## src/sv/mla_pkg.sv

```systemverilog
// Shared constants, types and control structs for the maxima layer assigner.
package mla_pkg;

  localparam int MAX_LAYERS = 64;
  localparam int COORD_BITS = 16;
  localparam int LAYER_BITS = 7;
  localparam int IDX_BITS   = $clog2(MAX_LAYERS);
  localparam int CNT_BITS   = $clog2(MAX_LAYERS + 1);

  typedef logic [COORD_BITS-1:0] coord_t;
  typedef logic [IDX_BITS-1:0]   idx_t;
  typedef logic [CNT_BITS-1:0]   cnt_t;
  typedef logic [LAYER_BITS-1:0] layer_t;

  // Outcome of the parallel tail search.
  typedef struct packed {
    logic found;
    idx_t index;
  } search_t;

  // Update of one layer tail.
  typedef struct packed {
    logic   en;
    idx_t   addr;
    coord_t data;
  } tail_write_t;

endpackage

```

## src/sv/mla_if.sv

```systemverilog
// Handshake interfaces for the point input channel and the result channel.
interface mla_point_if;
  import mla_pkg::*;
  logic   valid;
  logic   ready;
  coord_t point_x;
  coord_t point_y;
  logic   start_set;

  modport source (output valid, output point_x, output point_y, output start_set,
                  input ready);
  modport sink (input valid, input point_x, input point_y, input start_set,
                output ready);
endinterface

interface mla_result_if;
  import mla_pkg::*;
  logic   valid;
  logic   ready;
  coord_t out_x;
  coord_t out_y;
  layer_t layer_number;

  modport source (output valid, output out_x, output out_y, output layer_number,
                  input ready);
  modport sink (input valid, input out_x, input out_y, input layer_number,
                output ready);
endinterface

```

## src/sv/mla_tail_store.sv

```systemverilog
// Layer tail registers with one compare lane per layer and a priority encoder.
module mla_tail_store (
  input  logic                 clk,
  input  mla_pkg::coord_t      probe_y,
  input  mla_pkg::cnt_t        open_count,
  input  mla_pkg::tail_write_t wr,
  output mla_pkg::search_t     search
);
  import mla_pkg::*;

  coord_t                tail [MAX_LAYERS];
  logic [MAX_LAYERS-1:0] below;

  always_ff @(posedge clk) begin
    if (wr.en) begin
      tail[wr.addr] <= wr.data;
    end
  end

  // One lane per layer: only open layers take part.
  always_comb begin
    for (int i = 0; i < MAX_LAYERS; i++) begin
      below[i] = (cnt_t'(i) < open_count) && (tail[i] < probe_y);
    end
  end

  // Lowest-numbered qualifying layer wins.
  always_comb begin
    search = '0;
    for (int i = MAX_LAYERS - 1; i >= 0; i--) begin
      if (below[i]) begin
        search.found = 1'b1;
        search.index = idx_t'(i);
      end
    end
  end

endmodule

```

## src/sv/maxima_layer_assigner_top.sv

```systemverilog
// Top level of the maxima layer assigner: input stage, layer bookkeeping, result register.
//
//   channel   dir  payload                          transfer when
//   point     in   point_x, point_y, start_set      point.valid && point.ready
//   result    out  out_x, out_y, layer_number       result.valid && result.ready
//
// One point per cycle while the result register is not stalled. A point is
// registered on transfer, classified in the input stage against the layer
// tails, and lands in the result register when that register can take it. The
// cycle is set by the 64 parallel tail compares and the priority encoder.
// Reset clears the layer count, the previous point and both valid flags; the
// tails need no clearing since only open layers are compared. A stalled result
// register holds the classify stage, but a duplicate point still retires there.
module maxima_layer_assigner_top (
  input logic          clk,
  input logic          rst,
  mla_point_if.sink    point,
  mla_result_if.source result
);
  import mla_pkg::*;

  // Input stage
  logic   stage_valid;
  coord_t stage_x;
  coord_t stage_y;
  logic   stage_start;

  // Layer bookkeeping
  cnt_t   layers_open;
  cnt_t   layers_open_next;
  coord_t previous_x;
  coord_t previous_y;
  logic   previous_valid;

  // Result register
  logic   res_valid;
  coord_t res_x;
  coord_t res_y;
  layer_t res_layer;

  logic        prev_live;
  cnt_t        open_live;
  logic        dup;
  logic        can_load;
  logic        advance;
  logic        emit;
  cnt_t        layer_full;
  search_t     search;
  tail_write_t wr;

  mla_tail_store u_tail_store (
    .clk        (clk),
    .probe_y    (stage_y),
    .open_count (open_live),
    .wr         (wr),
    .search     (search)
  );

  // A start flag wipes the store before this point is looked at.
  assign prev_live = previous_valid && !stage_start;
  assign open_live = stage_start ? '0 : layers_open;
  assign dup       = prev_live && (stage_x == previous_x) && (stage_y == previous_y);

  // Advance the stage when the result register can take the point,
  // or drop a duplicate right away since it yields no result.
  assign can_load    = !res_valid || result.ready;
  assign advance     = stage_valid && (dup || can_load);
  assign emit        = advance && !dup;
  assign point.ready = !stage_valid || advance;

  // Join the first qualifying layer, else open a new one, else report store full.
  always_comb begin
    wr               = '0;
    wr.data          = stage_y;
    layer_full       = '0;
    layers_open_next = open_live;
    if (search.found) begin
      wr.en      = emit;
      wr.addr    = search.index;
      layer_full = cnt_t'(search.index) + cnt_t'(1);
    end else if (open_live < cnt_t'(MAX_LAYERS)) begin
      wr.en            = emit;
      wr.addr          = idx_t'(open_live);
      layer_full       = open_live + cnt_t'(1);
      layers_open_next = open_live + cnt_t'(1);
    end
  end

  // Control state
  always_ff @(posedge clk) begin
    if (rst) begin
      stage_valid    <= 1'b0;
      res_valid      <= 1'b0;
      layers_open    <= '0;
      previous_valid <= 1'b0;
      previous_x     <= '0;
      previous_y     <= '0;
    end else begin
      if (point.ready) begin
        stage_valid <= point.valid;
      end
      if (emit) begin
        layers_open    <= layers_open_next;
        previous_x     <= stage_x;
        previous_y     <= stage_y;
        previous_valid <= 1'b1;
      end
      if (emit) begin
        res_valid <= 1'b1;
      end else if (result.ready) begin
        res_valid <= 1'b0;
      end
    end
  end

  // Payload registers
  always_ff @(posedge clk) begin
    if (point.valid && point.ready) begin
      stage_x     <= point.point_x;
      stage_y     <= point.point_y;
      stage_start <= point.start_set;
    end
    if (emit) begin
      res_x     <= stage_x;
      res_y     <= stage_y;
      res_layer <= layer_t'(layer_full);
    end
  end

  assign result.valid        = res_valid;
  assign result.out_x        = res_x;
  assign result.out_y        = res_y;
  assign result.layer_number = res_layer;

  a_open_bounded: assert property (@(posedge clk) disable iff (rst)
    layers_open <= cnt_t'(MAX_LAYERS))
    else $error("layer count beyond store size");

  a_ready_when_empty: assert property (@(posedge clk) disable iff (rst)
    !res_valid |-> point.ready)
    else $error("input stalled with empty result register");

  a_open_step: assert property (@(posedge clk) disable iff (rst)
    (layers_open != $past(layers_open)) |->
      ((layers_open == $past(layers_open) + cnt_t'(1)) || (layers_open == cnt_t'(1))))
    else $error("layer count moved by more than one");

endmodule
```

## src/flat_wrapper.sv

```systemverilog
// flat-port wrapper written by rule: the top's interface ports become plain ports
module maxima_layer_assigner_top_flat import mla_pkg::*;
  (clk, rst, point_valid, point_point_x, point_point_y, point_start_set, point_ready, result_valid, result_out_x, result_out_y, result_layer_number, result_ready);
  mla_point_if point_i ();
  mla_result_if result_i ();
  input logic clk;
  input logic rst;
  input wire logic [$bits(point_i.valid)-1:0] point_valid;
  input wire logic [$bits(point_i.point_x)-1:0] point_point_x;
  input wire logic [$bits(point_i.point_y)-1:0] point_point_y;
  input wire logic [$bits(point_i.start_set)-1:0] point_start_set;
  output wire logic [$bits(point_i.ready)-1:0] point_ready;
  output wire logic [$bits(result_i.valid)-1:0] result_valid;
  output wire logic [$bits(result_i.out_x)-1:0] result_out_x;
  output wire logic [$bits(result_i.out_y)-1:0] result_out_y;
  output wire logic [$bits(result_i.layer_number)-1:0] result_layer_number;
  input wire logic [$bits(result_i.ready)-1:0] result_ready;
  assign point_i.valid = point_valid;
  assign point_i.point_x = point_point_x;
  assign point_i.point_y = point_point_y;
  assign point_i.start_set = point_start_set;
  assign point_ready = point_i.ready;
  assign result_valid = result_i.valid;
  assign result_out_x = result_i.out_x;
  assign result_out_y = result_i.out_y;
  assign result_layer_number = result_i.layer_number;
  assign result_i.ready = result_ready;
  maxima_layer_assigner_top u_core (.clk(clk), .rst(rst), .point(point_i), .result(result_i));
endmodule
```

## config.mk

```make
export PLATFORM = sky130hd
export DESIGN_NAME = maxima_layer_assigner_top_flat
export DESIGN_NICKNAME = d
export VERILOG_FILES = /design/src/sv/mla_pkg.sv /design/src/sv/mla_if.sv /design/src/sv/mla_tail_store.sv /design/src/sv/maxima_layer_assigner_top.sv /design/src/flat_wrapper.sv
export SDC_FILE = /design/constraint.sdc
export NUM_CORES = 2
export LEC_CHECK = 0
export BUFFER_PORTS_ARGS = -buffer_cell sky130_fd_sc_hd__buf_4
export CAP_MARGIN = 20
export CORE_MARGIN = 2
export CORE_UTILIZATION = 64
export CTS_CLUSTER_DIAMETER = 30
export DETAILED_ROUTE_END_ITERATION = 10
export PLACE_DENSITY_LB_ADDON = 0.08
export SETUP_SLACK_MARGIN = 0.15
export SYNTH_ARGS = -nofsm -noshare
export SYNTH_HDL_FRONTEND = slang
export SYNTH_SLANG_ARGS = --single-unit
```

## constraint.sdc

```tcl
create_clock -name clk -period 9.5 [get_ports clk]
set_clock_uncertainty 0.05 [all_clocks]
set_input_delay 1.425 -clock clk [delete_from_list [all_inputs] [get_ports clk]]
set_output_delay 1.425 -clock clk [all_outputs]
set_load 0.1 [all_outputs]
```

==> flow_metrics.env <==
export IMPL_rr_endpoint="u_core.u_tail_store.tail[54][9]"
export IMPL_holdPathStages=2
export IMPL_synth_area_leaders="edfxtp_1 57%, ha_1 21%, a21oi_1 1.9%, o21ai_0 1.8%, a21o_1 1.7%"
export IMPL_final_max_slew_viol_count=0
export IMPL_syn_area_per_cell_um2=14.1
export IMPL_vias=39700
export IMPL_r2r_slack_ns=2.54
export IMPL_maxSlewHeadroom=0.158
export IMPL_holdCritStartpoint="u_core.previous_valid"
export IMPL_netSwitchingFraction=0.235
export IMPL_hold_buffers=0
export IMPL_slowest_stage="edfxtp_1"
export IMPL_rsz0062_at_grt="false"
export IMPL_p_leak_nw=27.0
export IMPL_worst_r2r_startpoint="u_core.stage_y[11]"
export IMPL_fin_area_um2=68800
export IMPL_place_inst=5468
export IMPL_ant_nets=0
export IMPL_cts_root_buf="clkbuf_16"
export IMPL_min_period_over_period=0.733
export IMPL_setup_viol=0
export IMPL_yosysSeqAreaShare=0.583
export IMPL_drt_iter0_markers=5111
export IMPL_drv_cap=0
export IMPL_nets=5518
export IMPL_tightestPinTransition_ns=1.26
export IMPL_setup_tns_ns=0
export IMPL_syn_inst=4105
export IMPL_p_int_mw=11.0
export IMPL_grt_start_max_net_pins=70
export IMPL_layout_drive_gt1_share=0.140
export IMPL_instances_no_fill=5887
export IMPL_hp_class="reg -> reg"
export IMPL_drc=0
export IMPL_grt_pass1_vias=39600
export IMPL_power_frac_seq=0.386
export IMPL_setup_slack_ns=2.54
export IMPL_cts_tree="built"
export IMPL_die_w_um=305
export IMPL_period_minus_slack_ns=6.96
export IMPL_start_util=0.644
export IMPL_port_buffers=77
export IMPL_grt_ovfl_total=0
export IMPL_synth_seq_cells=1138
export IMPL_post_cts_resized=0
export IMPL_path_clk_slew_ns=0.05
export IMPL_cts_buffer_depth=3
export IMPL_routed_wl_mm=168
export IMPL_routed_via_density=6.74
export IMPL_ys_types=98
export IMPL_post_dp_cell_area_um2=61000
export IMPL_insertion_delay_ns=0.82
export IMPL_reg2reg_depth=16
export IMPL_ir_drop_uv=199
export IMPL_cts_sinks=1138
export IMPL_grt_pass1_wl_mm=247
export IMPL_synthFlopType="edfxtp_1"
export IMPL_arrival_ns=7.41
export IMPL_grt_use_total=0.361
export IMPL_cts_buffers=219
export IMPL_clock_fmax_ghz=0.144
export IMPL_required_ns=9.95
export IMPL_worst_setup_path_start_kind="register"
export IMPL_synth_top_area_cell="edfxtp_1"
export IMPL_dp_slack_ns=2.66
export IMPL_path_max_fanout=27
export IMPL_place_congestion=0.996
export IMPL_first_pass_iters=7
export IMPL_grt_antenna_before_repair=9
export IMPL_switching_power_mw=3.39
export IMPL_post_cts_setup_buffers=0
export IMPL_hold_path_endpoint="u_core.previous_valid"
export IMPL_synth_nets=5106
export IMPL_netlist_area_leader_share=0.568
export IMPL_max_stage_delay_ns=0.90
export IMPL_cp_end_kind="register"
export IMPL_worstSetupPathType="reg -> reg"
export IMPL_comb_power_share=0.061
export IMPL_core_um2=89900
export IMPL_hold_violations=0
export IMPL_synth_area_um2=57900
export IMPL_worstPathCellList="inv_4 -> buf_4 -> ha_1 -> nand2_1 -> nor3_1 -> o211ai_1 -> a21oi_1 -> o21bai_1 -> nor3b_1 -> or4b_4 -> nor2_4 -> nand2_2 -> nor3_2 -> o211ai_4 -> nor2_1 -> buf_6"
export IMPL_powerDensity_nw_per_um2=210
export IMPL_ys_warnings_count=0
export IMPL_wl_per_cell_um=28.5
export IMPL_die_h_um=305
export IMPL_p_clk_frac=0.552
export IMPL_die_area_um2=92900
export IMPL_hpwl_mm=101
export IMPL_htreeDepth=4
export IMPL_synth_edf_count=1096
export IMPL_placementRows=110
export IMPL_outcome="finished, final reports clean"
export IMPL_synth_async_reset_ratio=0
export IMPL_ios=78
export IMPL_syn_to_final_growth_pct=18.8
==> synthesized netlist by cell type, drive strengths merged (24+ instances only) <==
cell type and count:
edfxtp 1096, ha 964, a21oi 222, nor2 222, o21ai 207, nand2 154
a21o 129, nand4 92, nand3 89, a211oi 77, inv 69, o21a 60
nand2b 55, nor3 47, a2111oi 46, nor2b 46, dfxtp 42, mux2i 34
a31oi 33, nor4 33, o211ai 31, xnor2 24
==> worst max-delay path by stage <==
stage | start | end | cells past startpoint
after floorplan | u_core.stage_y[15] | u_core.u_tail_store.tail[34][0] | 14
after global placement | u_core.stage_y[11] | u_core.u_tail_store.tail[2][1] | 15
after detailed placement | u_core.stage_y[11] | u_core.u_tail_store.tail[14][1] | 12
after CTS | u_core.stage_y[11] | u_core.u_tail_store.tail[14][15] | 15
after global routing | u_core.stage_y[11] | u_core.u_tail_store.tail[10][12] | 16
final | u_core.stage_y[11] | u_core.u_tail_store.tail[54][9] | 16
==> critical path: cells and delay by family, from the launching register on <==
kind / cells / cell delay [ns]
AOI/OAI and AO/OA: 4 / 1.04
DFF: 1 / 0.90
adders and majority gates: 1 / 0.36
buffers and inverters: 3 / 1.13
and+or+nand+nor: 8 / 3.08
==> cells by family after synthesis <==
kind of cell / share of synthesized area
compound gates: 0.113
simple gates: 0.0761
fa+ha+maj: 0.208
buf+inv: 0.00769
xor+xnor: 0.00560
flops: 0.583
mux: 0.00588
==> per-stage QoR <==
step / hold slack [ns] / power, mW / util
CTS: 0.423 / 14.4 / 0.765
finish: 0.428 / 14.4 / 0.766
detailed placement: 0.410 / 6.52 / 0.679
global route: 0.442 / 14.8 / 0.765
floorplan: 0.382 / 6.16 / -
global placement: 0.392 / 6.49 / 0.677
==> area by class of cell <==
class	instances	area (µm²)
timing repair buffer	230	1800
clock inverter	168	2140
clock buffer	245	5620
multi-input combinational	2859	23700
sequential	1138	33800
inverter	69	292
fill	5449	21100
tap	1176	1470
antenna	2	5.00
==> state kept, by name (all words and copies together), names as in the netlist <==
register and count:
u_core.u_tail_store.tail 1024, u_core.previous_x 16, u_core.previous_y 16, u_core.result.out_x 16, u_core.result.out_y 16, u_core.stage_x 16, u_core.stage_y 16, u_core.layers_open 7
u_core.result.layer_number 7, u_core.previous_valid 1, u_core.result.valid 1, u_core.stage_start 1, u_core.stage_valid 1
==> placed cells by master, fill, tap and decap left out, drive strengths merged, types with 24 or more instances in the layout <==
cell type  count
nor2b         46
o211ai        31
a31oi         33
nand2b        55
clkinv        86
inv           84
clkinvlp      33
edfxtp      1096
nor2         222
buf          229
bufinv        34
clkbuf       246
a2111oi       46
mux2i         34
nand4         92
nor3          47
a21o         129
a211oi        77
nand3         89
a21oi        222
nor4          33
ha           964
dfxtp         42
nand2        154
o21a          60
xnor2         24
o21ai        207
==> power groups by stage <==
| stage | registers, mW | logic, mW | clock network [mW] |
|---|---|---|---|
| 2_1_floorplan | 5.74 | 0.418 | 0 |
| 3_3_place_gp | 5.66 | 0.829 | 0 |
| 3_5_place_dp | 5.66 | 0.856 | 0 |
| 4_1_cts | 5.57 | 0.871 | 7.99 |
| 5_1_grt | 5.57 | 0.957 | 8.25 |
| 6_report | 5.57 | 0.886 | 7.97 |
==> per-layer routing <==
metal / track usage / routed length (µm)
met5: 0 / 34
met4: 0.162 / 7310
met3: 0.0798 / 18100
met2: 0.556 / 75600
met1: 0.495 / 66500
No activity file was read; power rests on OpenSTA's default activity.
